===== src/hw/rtl/qte_pkg.sv =====
`timescale 1ns / 1ps
// Shared types, constants and helper functions of the quaternion to Euler angle converter.
package qte_pkg;

  // Width of the CORDIC x and y datapath and of the accumulated angle (Q.16).
  localparam int W           = 37;
  localparam int AW          = 21;
  // Width of the square root operand and of its working root register.
  localparam int NW          = 61;
  localparam int RW          = 62;
  // One square root cell per result bit of a 61-bit operand.
  localparam int SQ_CELLS    = 31;
  localparam int STAGE_LIMIT = 24;

  localparam logic signed [AW-1:0] PI_Q16      = 21'sd205887;
  localparam logic signed [15:0]   PI_Q13      = 16'sd25736;
  localparam logic signed [15:0]   HALF_PI_Q13 = 16'sd12868;

  // Operands of the three angle computations.
  typedef struct packed {
    logic signed [W-1:0] sr;
    logic signed [W-1:0] cr;
    logic signed [W-1:0] sy;
    logic signed [W-1:0] cy;
    logic signed [W-1:0] sp;
  } ops_t;

  // State handed from one square root cell to the next.
  typedef struct packed {
    logic [NW-1:0] rem;
    logic [RW-1:0] root;
    ops_t          ops;
  } sqrt_t;

  // State handed from one CORDIC cell to the next.
  typedef struct packed {
    logic signed [W-1:0]  x;
    logic signed [W-1:0]  y;
    logic signed [AW-1:0] ang;
    logic                 zero;
  } vec_t;

  // Arctangent of 2^-idx in Q.16 radians.
  function automatic logic signed [AW-1:0] atan_q16(input int idx);
    logic signed [AW-1:0] a;
    begin
      case (idx)
        0:  a = 21'sd51472;
        1:  a = 21'sd30386;
        2:  a = 21'sd16055;
        3:  a = 21'sd8150;
        4:  a = 21'sd4091;
        5:  a = 21'sd2047;
        6:  a = 21'sd1024;
        7:  a = 21'sd512;
        8:  a = 21'sd256;
        9:  a = 21'sd128;
        10: a = 21'sd64;
        11: a = 21'sd32;
        12: a = 21'sd16;
        13: a = 21'sd8;
        14: a = 21'sd4;
        15: a = 21'sd2;
        16: a = 21'sd1;
        default: a = '0;
      endcase
      return a;
    end
  endfunction

  // Folds a vector in the left half plane into the right one and seeds the angle.
  function automatic vec_t pre_rot(input logic signed [W-1:0] yv,
                                   input logic signed [W-1:0] xv);
    vec_t v;
    begin
      v.zero = (xv == '0) && (yv == '0);
      if (xv < 0) begin
        v.x   = -xv;
        v.y   = -yv;
        v.ang = (yv >= 0) ? PI_Q16 : -PI_Q16;
      end else begin
        v.x   = xv;
        v.y   = yv;
        v.ang = '0;
      end
      return v;
    end
  endfunction

  // Rounds the Q.16 angle to Q2.13 and clamps it to plus or minus lim; a zero vector gives zero.
  function automatic logic signed [15:0] finish(input vec_t v,
                                                input logic signed [15:0] lim);
    logic signed [AW-1:0] s;
    logic signed [AW-1:0] r;
    logic signed [15:0]   q;
    begin
      s = v.ang + AW'(4);
      r = s >>> 3;
      if (v.zero) begin
        q = '0;
      end else if (r > lim) begin
        q = lim;
      end else if (r < -lim) begin
        q = -lim;
      end else begin
        q = 16'(r);
      end
      return q;
    end
  endfunction

endpackage


===== src/hw/rtl/qte_cordic_cell.sv =====
`timescale 1ns / 1ps
// One CORDIC vectoring micro-rotation by atan(2^-IDX).
module qte_cordic_cell #(
  parameter int IDX = 0
) (
  input  logic            clk,
  input  logic            en,
  input  qte_pkg::vec_t   i_v,
  output qte_pkg::vec_t   o_v
);

  localparam logic signed [qte_pkg::AW-1:0] ATN = qte_pkg::atan_q16(IDX);

  logic signed [qte_pkg::W-1:0] dx, dy;
  qte_pkg::vec_t                v_nxt;
  qte_pkg::vec_t                v_r;

  // Rotate toward the x axis; y equal to zero takes the negative direction.
  always_comb begin
    dx         = i_v.y >>> IDX;
    dy         = i_v.x >>> IDX;
    v_nxt.zero = i_v.zero;
    if (i_v.y > 0) begin
      v_nxt.x   = i_v.x + dx;
      v_nxt.y   = i_v.y - dy;
      v_nxt.ang = i_v.ang + ATN;
    end else begin
      v_nxt.x   = i_v.x - dx;
      v_nxt.y   = i_v.y + dy;
      v_nxt.ang = i_v.ang - ATN;
    end
  end

  always_ff @(posedge clk) begin
    if (en) begin
      v_r <= v_nxt;
    end
  end

  assign o_v = v_r;

endmodule


===== config.mk =====
export PLATFORM = sky130hd
export DESIGN_NAME = qte_cordic_cell
export DESIGN_NICKNAME = d
export VERILOG_FILES = /design/src/hw/rtl/qte_pkg.sv /design/src/hw/rtl/qte_cordic_cell.sv
export SDC_FILE = /design/constraint.sdc
export NUM_CORES = 1
export LEC_CHECK = 0
export CAP_MARGIN = 20
export CELL_PAD_IN_SITES_DETAIL_PLACEMENT = 0
export CELL_PAD_IN_SITES_GLOBAL_PLACEMENT = 1
export CORE_UTILIZATION = 40
export DETAILED_ROUTE_END_ITERATION = 12
export DONT_BUFFER_PORTS = 1
export PLACE_DENSITY = 0.77
export SLEW_MARGIN = 20
export SYNTH_ARGS = -nofsm -noshare
export SYNTH_HDL_FRONTEND = slang
export SYNTH_SLANG_ARGS = --single-unit

===== constraint.sdc =====
create_clock -name clk -period 4.57 [get_ports clk]
set_input_delay 0.457 -clock clk [delete_from_list [all_inputs] [get_ports clk]]
set_output_delay 0.457 -clock clk [all_outputs]
set_load 0.005 [all_outputs]

==> flow_metrics.py <==
metrics = {
    "floorplanning": {
        "die_area_um2": 26400,
        "die_h_um": 163,
        "core_um2": 25300,
        "row_count": 58,
        "pin_count": 194,
        "initial_core_util_pct": 40.9,
        "die_w_um": 163,
    },
    "final_layout": {
        "syn_to_final_growth_pct": 5.42,
        "layout-drive-gt1-share_pct": 5.28,
        "fillCellCount": 2580,
        "n_antenna_cell": 0,
        "seq_area_um2": 2850,
        "final_nets": 1414,
        "multi_input_area_um2": 6790,
        "final_cells": 1523,
        "largest_reg_flops": 95,
    },
    "timing": {
        "tightest_slew_ps": 706,
        "period_minus_slack_ps": 3750,
        "fin_hold_ws_ps": 194,
        "fin_setup_tns_ps": 0,
        "rsz0062_at_grt": "no",
        "slew_viol_final": 0,
        "hold_violations": 0,
        "slew_headroom_pct": 52.8,
        "setup-violations-final": 0,
        "fin_crit_sh_pct": 82.1,
        "clock.fmax_ghz": 0.267,
    },
    "worst_hold_path": {
        "min_from": "i_v[2]",
        "hold_path_class": "in2reg",
        "hold_depth": 0,
        "hold_end": "o_v[2]$_DFFE_PP_",
    },
    "grt": {
        "grt_pass1_vias": 8882,
        "antenna_found_initial": 0,
        "grt_pass1_wl_mm": 50.3,
        "overflow": 0,
        "grt_max_degree": 96,
        "gr-usage-all-layers_pct": 24.7,
    },
    "route": {
        "num_vias": 9130,
        "drt-wirelength-per-cell_um": 21.6,
        "via_per_inst": 5.99,
        "drt_wl_total_mm": 32.9,
        "ant_nets": 0,
        "drc_errors": 0,
        "firstDrtPassIters": 7,
        "drt_iter0_markers": 857,
    },
    "worst_setup_path": {
        "end_kind": "flop",
        "critical_path_arrival_ps": 3850,
        "crit_path_max_incr_delay_ps": 540,
        "slowest_stage": "or4_1",
        "crit_chain": "or4_1 > nor2_1 > a31o_2 > inv_2 > buf_4 > ha_1 > nand3_1 > a211oi_1 > or3_1 > a21bo_2 > a21o_1 > a21oi_1 > xnor2_1",
        "required_ps": 4670,
        "path_max_fanout": 47,
        "critPathKind": "in2reg",
        "crit_path_start_kind": "input pin",
    },
    "logic_synthesis": {
        "synth.area.top_cells": "edfxtp_1, ha_1, a21oi_1",
        "synth_ff_type": "edfxtp_1",
        "yosys_warnings": 0,
        "synth_area_leader_cell": "edfxtp_1",
        "synth_cells": 1220,
        "syn-num-nets": 1446,
        "ys_seq_area_share_pct": 27.6,
        "synthArstFlopShare_pct": 0,
        "avgSynthCellArea_um2": 8.46,
        "synth_top_area_share_pct": 27.6,
        "syn_area_um2": 10300,
        "yosysUniqueCellTypes": 85,
        "ys_ff_latch": 95,
        "synth_edf_count": 95,
    },
    "pwr": {
        "power.leakage_uw": 0.00450,
        "max-vdd-ir-drop_v": 0.000144,
        "powerDensity_nw_per_um2": 289,
    },
    "place": {
        "place.gp.congestion": 0.952,
        "io_buffers": 0,
        "dp_hpwl_mm": 25.7,
        "dp_cells": 1507,
    },
    "clock_tree": {
        "cts_root_buf": "clkbuf_16",
        "cts_setup_buffers": 0,
        "cts_hold_buf": 0,
        "clkTransAtPathRegs_ps": 70,
        "cts_tree": "yes",
        "cts-buffers-inserted": 9,
        "htree_levels": 3,
        "cts_buffer_depth": 2,
        "cts.sinks": 95,
        "cts_resized": 0,
    },
    "flow_run": {
        "drv_cap": 0,
    },
    "run_status": {
        "status": "complete, no violations",
    },
}
## per-layer routing
metal  track usage, %  wire, um  vias up
met5                0         0        -
met4             8.11       776        0
met3             4.56      2500       53
met2             39.6     14900      402
met1             33.4     14800     4312
li1                 -         -     4363
## cell type report
type	instances	share of cell area (%)
Clock buffer	10	2.10
Clock inverter	6	0.621
Inverter	115	3.99
Multi-Input combinational cell	954	62.4
Sequential cell	95	26.2
Tap cell	330	3.80
Timing Repair Buffer	13	0.897
## metrics by stage
stage                     area (um^2)  util [%]  setup WS (ps)  total power [uW]
after floorplan                 10300         -            238              2050
after global placement          10600      41.9            498              2340
after detailed placement        10600      41.9            485              2340
after CTS                       10900      43.1            845              3160
after global routing            10900      43.1            687              3320
final                           10900      43.1            819              3140
## worst max-delay path by stage
stage / slack [ps] / startpoint / to / cells past startpoint
after floorplan: 240 / i_v[34] / o_v[21]$_DFFE_PP_ / 16
after global placement: 500 / i_v[34] / o_v[20]$_DFFE_PP_ / 13
after detailed placement: 480 / i_v[34] / o_v[21]$_DFFE_PP_ / 13
after CTS: 840 / i_v[34] / o_v[21]$_DFFE_PP_ / 13
after global routing: 690 / i_v[34] / o_v[20]$_DFFE_PP_ / 13
final: 820 / i_v[34] / o_v[21]$_DFFE_PP_ / 13
## placed cells by master (no fill, tap or decap), drive strengths merged, types with 8 or more instances in the layout
cell and count:
o21bai 20, o21ai 81, clkbuf 10, and3 8
buf 13, o31ai 13, nor2b 17, nor2 105
edfxtp 95, nand2b 11, nand2 57, a21oi 140
xor2 24, nor3 24, ha 124, o21a 9
mux2i 19, xnor2 62, a211oi 25, nor4 16
a31oi 14, inv 117, or3 11, a21o 36
nand3 24, nand4 16
## critical path: cells and delay by family
family,cells,cell delay [ps]
simple gates,4,1350
compound gates,5,1040
buf+inv,2,460
fa+ha+maj,1,420
xor+xnor,1,90
## power by group
| group | internal [uW] | total (uW) | switching, uW |
|---|---|---|---|
| sequential | 1160 | 1240 | 79.6 |
| clock | 429 | 796 | 367 |
| combinational | 416 | 1110 | 692 |
## cell usage after synthesis (4+ instances only)
cell type,instances
or2_2,7
clkbuf_1,27
a211o_1,4
a32oi_1,4
o21a_1,9
o21ai_1,4
a21o_1,36
nand4_1,16
xnor2_1,62
o211ai_1,4
a31oi_1,13
nor2b_1,17
and2_1,4
a21oi_1,139
mux2i_1,19
or3_1,11
ha_1,124
nor4_1,13
buf_4,4
xor2_1,24
nand2_1,57
nand3_1,24
nand2b_1,11
o21bai_1,20
edfxtp_1,95
o31ai_1,12
o21ai_0,76
buf_1,12
fa_1,4
nor3_1,23
inv_1,113
and3_1,8
buf_2,12
nor2_1,105
a211oi_1,25
a31o_2,5
## kinds of logic after synthesis
| logic type | synth area share [%] |
|---|---|
| muxes | 1.95 |
| adders and majority gates | 15.8 |
| and+or+nand+nor | 15.0 |
| xor gates and xnor gates | 7.30 |
| AOI/OAI and AO/OA | 25.7 |
| DFF | 27.6 |
| buffers and inverters | 6.61 |
No activity file was read; power rests on OpenSTA's default activity.
