==> config.mk <==
export PLATFORM = sky130hd
export DESIGN_NAME = qte_sqrt_cell
export DESIGN_NICKNAME = d
export VERILOG_FILES = /design/src/hw/rtl/qte_pkg.sv /design/src/hw/rtl/qte_sqrt_cell.sv
export SDC_FILE = /design/constraint.sdc
export NUM_CORES = 1
export LEC_CHECK = 0
export BUFFER_PORTS_ARGS = -buffer_cell sky130_fd_sc_hd__buf_2
export CAP_MARGIN = 20
export CORE_AREA = 2 2 239 241
export CTS_CLUSTER_DIAMETER = 80
export DETAILED_ROUTE_END_ITERATION = 6
export DIE_AREA = 0 0 241 243
export GPL_TIMING_DRIVEN = 0
export SYNTH_ARGS = -nofsm -noshare
export SYNTH_HDL_FRONTEND = slang
export SYNTH_SLANG_ARGS = --single-unit
==> constraint.sdc <==
create_clock -name clk -period 6.65 [get_ports clk]
set_clock_uncertainty 0.2 [all_clocks]
set_input_delay 1.33 -clock clk [delete_from_list [all_inputs] [get_ports clk]]
set_output_delay 1.33 -clock clk [all_outputs]
set_load 0.01 [all_outputs]
==> src/hw/rtl/qte_pkg.sv <==
`timescale 1ns / 1ps
// Shared types, constants and helper functions of the quaternion to Euler angle converter.
package qte_pkg;

  // Width of the CORDIC x and y datapath and of the accumulated angle (Q.16).
  localparam int W           = 37;
  localparam int AW          = 21;
  // Width of the square root operand and of its working root register.
  localparam int NW          = 61;
  localparam int RW          = 62;
  // One square root cell per result bit of a 61-bit operand.
  localparam int SQ_CELLS    = 31;
  localparam int STAGE_LIMIT = 24;

  localparam logic signed [AW-1:0] PI_Q16      = 21'sd205887;
  localparam logic signed [15:0]   PI_Q13      = 16'sd25736;
  localparam logic signed [15:0]   HALF_PI_Q13 = 16'sd12868;

  // Operands of the three angle computations.
  typedef struct packed {
    logic signed [W-1:0] sr;
    logic signed [W-1:0] cr;
    logic signed [W-1:0] sy;
    logic signed [W-1:0] cy;
    logic signed [W-1:0] sp;
  } ops_t;

  // State handed from one square root cell to the next.
  typedef struct packed {
    logic [NW-1:0] rem;
    logic [RW-1:0] root;
    ops_t          ops;
  } sqrt_t;

  // State handed from one CORDIC cell to the next.
  typedef struct packed {
    logic signed [W-1:0]  x;
    logic signed [W-1:0]  y;
    logic signed [AW-1:0] ang;
    logic                 zero;
  } vec_t;

  // Arctangent of 2^-idx in Q.16 radians.
  function automatic logic signed [AW-1:0] atan_q16(input int idx);
    logic signed [AW-1:0] a;
    begin
      case (idx)
        0:  a = 21'sd51472;
        1:  a = 21'sd30386;
        2:  a = 21'sd16055;
        3:  a = 21'sd8150;
        4:  a = 21'sd4091;
        5:  a = 21'sd2047;
        6:  a = 21'sd1024;
        7:  a = 21'sd512;
        8:  a = 21'sd256;
        9:  a = 21'sd128;
        10: a = 21'sd64;
        11: a = 21'sd32;
        12: a = 21'sd16;
        13: a = 21'sd8;
        14: a = 21'sd4;
        15: a = 21'sd2;
        16: a = 21'sd1;
        default: a = '0;
      endcase
      return a;
    end
  endfunction

  // Folds a vector in the left half plane into the right one and seeds the angle.
  function automatic vec_t pre_rot(input logic signed [W-1:0] yv,
                                   input logic signed [W-1:0] xv);
    vec_t v;
    begin
      v.zero = (xv == '0) && (yv == '0);
      if (xv < 0) begin
        v.x   = -xv;
        v.y   = -yv;
        v.ang = (yv >= 0) ? PI_Q16 : -PI_Q16;
      end else begin
        v.x   = xv;
        v.y   = yv;
        v.ang = '0;
      end
      return v;
    end
  endfunction

  // Rounds the Q.16 angle to Q2.13 and clamps it to plus or minus lim; a zero vector gives zero.
  function automatic logic signed [15:0] finish(input vec_t v,
                                                input logic signed [15:0] lim);
    logic signed [AW-1:0] s;
    logic signed [AW-1:0] r;
    logic signed [15:0]   q;
    begin
      s = v.ang + AW'(4);
      r = s >>> 3;
      if (v.zero) begin
        q = '0;
      end else if (r > lim) begin
        q = lim;
      end else if (r < -lim) begin
        q = -lim;
      end else begin
        q = 16'(r);
      end
      return q;
    end
  endfunction

endpackage

==> src/hw/rtl/qte_sqrt_cell.sv <==
`timescale 1ns / 1ps
// One digit step of the integer square root, carrying the angle operands alongside.
module qte_sqrt_cell #(
  parameter int K = 0
) (
  input  logic             clk,
  input  logic             en,
  input  qte_pkg::sqrt_t   i_s,
  output qte_pkg::sqrt_t   o_s
);

  localparam int SH = qte_pkg::NW - 1 - 2 * K;
  localparam logic [qte_pkg::RW-1:0] BIT = qte_pkg::RW'(1) << SH;

  logic [qte_pkg::RW-1:0] trial;
  qte_pkg::sqrt_t         s_nxt;
  qte_pkg::sqrt_t         s_r;

  // Subtract the trial value when it fits and shift the root.
  always_comb begin
    trial     = i_s.root + BIT;
    s_nxt.ops = i_s.ops;
    if (qte_pkg::RW'(i_s.rem) >= trial) begin
      s_nxt.rem  = i_s.rem - trial[qte_pkg::NW-1:0];
      s_nxt.root = (i_s.root >> 1) + BIT;
    end else begin
      s_nxt.rem  = i_s.rem;
      s_nxt.root = i_s.root >> 1;
    end
  end

  always_ff @(posedge clk) begin
    if (en) begin
      s_r <= s_nxt;
    end
  end

  assign o_s = s_r;

endmodule

==> impl_metrics.prom <==
# TYPE chip_impl_metric gauge
chip_impl_metric{name="cts.sinks",unit=""} 308
chip_impl_metric{name="postRouteWirelength",unit="mm"} 57.5
chip_impl_metric{name="synth-simple-area-share",unit="%"} 8.63
chip_impl_metric{name="routed-wl-met3",unit="mm"} 5.48
chip_impl_metric{name="design.portCount",unit=""} 618
chip_impl_metric{name="globalRouteTotalUtil",unit="%"} 18.7
chip_impl_info{name="worstSetupStartpointType",value="input pin"} 1
chip_impl_metric{name="finalCriticalPeriod",unit="ps"} 5090
chip_impl_metric{name="tightest_slew",unit="ps"} 915
chip_impl_metric{name="core_area",unit="um2"} 56000
chip_impl_info{name="ys_top_cells_by_area",value="sky130_fd_sc_hd__edfxtp_1 67%, sky130_fd_sc_hd__ha_1 5.5%, sky130_fd_sc_hd__a21oi_1 4.6%"} 1
chip_impl_metric{name="seq_area_frac_synth",unit="%"} 66.7
chip_impl_metric{name="power.ir.vdd_worst",unit="mV"} 0.202
chip_impl_metric{name="netlist_instances",unit=""} 1071
chip_impl_metric{name="post_route_non_filler_standard_cell_count",unit=""} 2533
chip_impl_metric{name="met2RoutedLength",unit="mm"} 29.7
chip_impl_metric{name="initial_cell_density_of_the_core",unit="%"} 24.8
chip_impl_metric{name="cts_hold_buffers",unit=""} 0
chip_impl_metric{name="vias_per_cell",unit=""} 4.54
chip_impl_metric{name="synthMuxAreaShare",unit="%"} 0.487
chip_impl_info{name="hold_path.class",value="in -> reg"} 1
chip_impl_metric{name="detailedRoute.firstIterationViolations",unit=""} 616
chip_impl_metric{name="row_count",unit=""} 87
chip_impl_metric{name="max_cap_violations",unit=""} 0
chip_impl_metric{name="static-leakage-power",unit="nW"} 8.33
chip_impl_metric{name="first_pass_iters",unit=""} 5
chip_impl_metric{name="met1_length",unit="mm"} 20.0
chip_impl_metric{name="utilization",unit="%"} 34.5
chip_impl_metric{name="max-slew-margin-rel",unit="%"} 38.6
chip_impl_metric{name="p_per_area",unit="nW/um2"} 286
chip_impl_metric{name="arrival",unit="ps"} 5230
chip_impl_metric{name="dpl.cell_count",unit=""} 2446
chip_impl_metric{name="final.fill_count",unit=""} 5701
chip_impl_metric{name="finalMaxSlewViolations",unit=""} 0
chip_impl_metric{name="ys_types",unit=""} 62
chip_impl_metric{name="final_min_period_over_clock_period",unit="%"} 76.5
chip_impl_metric{name="avgSynthCellArea",unit="um2"} 12.9
chip_impl_metric{name="routed_wire_per_std_cell",unit="um"} 22.7
chip_impl_metric{name="async_set_reset_flop_share_out_of_synthesis",unit="%"} 0
chip_impl_metric{name="num-nets-final",unit=""} 2104
chip_impl_metric{name="cts-buffers-inserted",unit=""} 40
chip_impl_metric{name="yosys.area.top_type_share",unit="%"} 66.7
chip_impl_metric{name="dieArea",unit="um2"} 58600
chip_impl_metric{name="synth_warnings",unit=""} 0
chip_impl_metric{name="mappedNetlistArea",unit="um2"} 13900
chip_impl_metric{name="critPathRequiredTime",unit="ps"} 6790
chip_impl_metric{name="place.detailed.hpwl",unit="mm"} 46.7
chip_impl_metric{name="floorplan.die.width",unit="um"} 241
chip_impl_metric{name="post_synth_xor_area_fraction",unit="%"} 3.54
chip_impl_metric{name="ctsHtreeMaxLevel",unit=""} 2
chip_impl_metric{name="gp_routability_congestion",unit=""} 0.876
chip_impl_info{name="yosys.area.top_type",value="sky130_fd_sc_hd__edfxtp_1"} 1
chip_impl_info{name="status",value="complete, no violations"} 1
chip_impl_metric{name="synth_compound_area_share",unit="%"} 11.6
chip_impl_metric{name="synth.ff_latch_count",unit=""} 308
chip_impl_metric{name="clk_pin_slew",unit="ps"} 60
chip_impl_metric{name="crit_fanout",unit=""} 10
chip_impl_info{name="clock_tree.root_cell",value="sky130_fd_sc_hd__clkbuf_16"} 1
chip_impl_metric{name="vias",unit=""} 11500
chip_impl_metric{name="synth_enable_flop_cells",unit=""} 308
chip_impl_metric{name="final.hold.worst_slack",unit="ps"} 749
chip_impl_metric{name="number_of_global_route_vias_before_repair",unit=""} 11500
chip_impl_info{name="end_kind",value="flip-flop"} 1
chip_impl_info{name="combinational_family_with_the_most_area_after_synthesis",value="compound AO/OA/AOI/OAI gates"} 1
chip_impl_info{name="cts_tree",value="done"} 1
chip_impl_info{name="setup_repair_after_global_routing_missed_its_margin",value="no"} 1
chip_impl_metric{name="drc_errors",unit=""} 0
chip_impl_metric{name="max-clock-path-buffers",unit=""} 3
chip_impl_metric{name="synthToLayoutAreaGrowth",unit="%"} 39.3
chip_impl_metric{name="net_count_after_synthesis",unit=""} 1443
chip_impl_metric{name="io_buffer_count",unit=""} 617
chip_impl_metric{name="antenna_found_initial",unit=""} 35
chip_impl_metric{name="max_clock_freq",unit="MHz"} 197
chip_impl_metric{name="grt_pass1_wl",unit="mm"} 78.6
chip_impl_metric{name="hold_violations",unit=""} 0
chip_impl_metric{name="antenna_left",unit=""} 0
chip_impl_metric{name="cts.repair.resized",unit=""} 0
chip_impl_metric{name="vertical_die_dimension",unit="um"} 243
chip_impl_metric{name="synth_fa_ha_area_share",unit="%"} 5.65
chip_impl_metric{name="cts_setup_buffers",unit=""} 0
chip_impl_info{name="ys.flop_type",value="sky130_fd_sc_hd__edfxtp_1"} 1
chip_impl_info{name="dr.max_layer_used",value="met5"} 1
chip_impl_info{name="path_type_of_the_worst_setup_path",value="in -> reg"} 1
chip_impl_metric{name="grt_start_max_net_pins",unit=""} 127
chip_impl_metric{name="report.final.setup_viol",unit=""} 0
chip_impl_metric{name="grt_overflow",unit=""} 0
chip_impl_metric{name="ratio_of_cells_with_drive_above_1_in_the_final_layout",unit="%"} 40.3
chip_impl_metric{name="largest_reg_flops",unit=""} 308
[cell usage after synthesis (2+ instances only)]
library cell	count
sky130_fd_sc_hd__a211o_1	2
sky130_fd_sc_hd__a211oi_1	5
sky130_fd_sc_hd__a21o_1	30
sky130_fd_sc_hd__a21oi_1	127
sky130_fd_sc_hd__a221oi_1	3
sky130_fd_sc_hd__a31oi_1	10
sky130_fd_sc_hd__a41oi_1	2
sky130_fd_sc_hd__and2_1	3
sky130_fd_sc_hd__and3_1	4
sky130_fd_sc_hd__and4_1	2
sky130_fd_sc_hd__buf_2	13
sky130_fd_sc_hd__clkbuf_1	27
sky130_fd_sc_hd__edfxtp_1	308
sky130_fd_sc_hd__ha_1	61
sky130_fd_sc_hd__inv_1	71
sky130_fd_sc_hd__mux2_2	6
sky130_fd_sc_hd__nand2_1	70
sky130_fd_sc_hd__nand2b_1	12
sky130_fd_sc_hd__nand3_1	10
sky130_fd_sc_hd__nand3b_1	2
sky130_fd_sc_hd__nand4_1	20
sky130_fd_sc_hd__nor2_1	104
sky130_fd_sc_hd__nor2b_1	3
sky130_fd_sc_hd__nor3_1	7
sky130_fd_sc_hd__nor3b_1	2
sky130_fd_sc_hd__nor4_1	6
sky130_fd_sc_hd__o2111ai_1	2
sky130_fd_sc_hd__o211ai_1	7
sky130_fd_sc_hd__o21a_1	10
sky130_fd_sc_hd__o21ai_0	41
sky130_fd_sc_hd__o21bai_1	7
sky130_fd_sc_hd__o22ai_1	2
sky130_fd_sc_hd__o311ai_0	2
sky130_fd_sc_hd__o31ai_1	5
sky130_fd_sc_hd__or3_1	3
sky130_fd_sc_hd__or4_1	2
sky130_fd_sc_hd__xnor2_1	30
sky130_fd_sc_hd__xor2_1	26
[cells in the final DEF (no fill, tap or decap), types with 4 or more instances in the layout]
| master | count |
|---|---|
| sky130_fd_sc_hd__nand2_1 | 70 |
| sky130_fd_sc_hd__a31oi_1 | 10 |
| sky130_fd_sc_hd__edfxtp_1 | 308 |
| sky130_fd_sc_hd__and3_1 | 4 |
| sky130_fd_sc_hd__o31ai_1 | 5 |
| sky130_fd_sc_hd__o21ai_0 | 41 |
| sky130_fd_sc_hd__bufinv_16 | 4 |
| sky130_fd_sc_hd__buf_2 | 629 |
| sky130_fd_sc_hd__diode_2 | 16 |
| sky130_fd_sc_hd__nand3_1 | 10 |
| sky130_fd_sc_hd__mux2_2 | 6 |
| sky130_fd_sc_hd__clkinv_1 | 5 |
| sky130_fd_sc_hd__nand2b_1 | 12 |
| sky130_fd_sc_hd__clkinvlp_4 | 4 |
| sky130_fd_sc_hd__xor2_1 | 26 |
| sky130_fd_sc_hd__a211oi_1 | 5 |
| sky130_fd_sc_hd__clkbuf_16 | 41 |
| sky130_fd_sc_hd__o21a_1 | 10 |
| sky130_fd_sc_hd__nor4_1 | 6 |
| sky130_fd_sc_hd__a21o_1 | 30 |
| sky130_fd_sc_hd__xnor2_1 | 30 |
| sky130_fd_sc_hd__nor3_1 | 7 |
| sky130_fd_sc_hd__nand4_1 | 20 |
| sky130_fd_sc_hd__a21oi_1 | 127 |
| sky130_fd_sc_hd__o211ai_1 | 7 |
| sky130_fd_sc_hd__nor2_1 | 104 |
| sky130_fd_sc_hd__o21bai_1 | 7 |
| sky130_fd_sc_hd__ha_1 | 61 |
| sky130_fd_sc_hd__inv_6 | 4 |
| sky130_fd_sc_hd__inv_1 | 71 |
| sky130_fd_sc_hd__clkbuf_1 | 34 |
[critical path, stage by stage]
cell and delay, ps:
sky130_fd_sc_hd__buf_2 90, sky130_fd_sc_hd__inv_1 40, sky130_fd_sc_hd__ha_1 360, sky130_fd_sc_hd__a21oi_1 220
sky130_fd_sc_hd__nor3b_1 380, sky130_fd_sc_hd__a21oi_1 190, sky130_fd_sc_hd__o21ai_0 340, sky130_fd_sc_hd__a21oi_1 120
sky130_fd_sc_hd__nor3_1 750, sky130_fd_sc_hd__o31ai_1 310, sky130_fd_sc_hd__a21o_1 250, sky130_fd_sc_hd__buf_6 160
sky130_fd_sc_hd__buf_8 170, sky130_fd_sc_hd__buf_2 210, sky130_fd_sc_hd__a21oi_1 300
[final cells by class]
type,instances,area (um2),area share [%]
clock inverter,23,254,1.32
multi-input combinational,649,4150,21.5
buffer,43,200,1.04
tap,756,946,4.90
clock buffer,48,1050,5.45
sequential,308,9250,47.9
antenna,16,40.0,0.207
inverter,71,267,1.38
timing repair buffer,619,3150,16.3
[power breakdown]
part           total (mW)  switching, mW  leakage [nW]  internal (mW)
clock                2.17          0.877         0.625           1.30
sequential           2.38         0.0437          3.02           2.34
combinational       0.966          0.604          4.69          0.361
[final timing paths]
path	start	end	cells past startpoint
max	i_s[190]	o_s[281]	15
min	i_s[7]	o_s[7]	1
[metrics by stage]
| stage | power (mW) | setup TNS [ps] | setup WS (ps) | instance area, um2 |
|---|---|---|---|---|
| after floorplan | 2.89 | 0 | 2200 | 13900 |
| after CTS | 5.61 | 0 | 1490 | 19300 |
| after detailed placement | 3.39 | 0 | 920 | 18000 |
| final | 5.52 | 0 | 1560 | 19300 |
| after global routing | 5.76 | 0 | 1350 | 19300 |
| after global placement | 3.40 | -110030 | -385 | 17900 |
[routing by layer]
layer | global-route usage, % | vias to the layer above
li1 | - | 5327
met1 | 18.7 | 5538
met2 | 33.8 | 476
met3 | 7.84 | 117
met4 | 7.75 | 30
met5 | 0 | -
[cells by family (layout without fill, tap and decap cells)]
kind of cell               after synthesis  after routing
DFF                                    308            308
AOI/OAI and AO/OA                      267            267
and+or+nand+nor                        258            258
buffers and inverters                  114            804
adders and majority gates               62             62
xor gates and xnor gates                56             56
muxes                                    6              6
other                                    0             16
(Power assumes the default switching activity.)
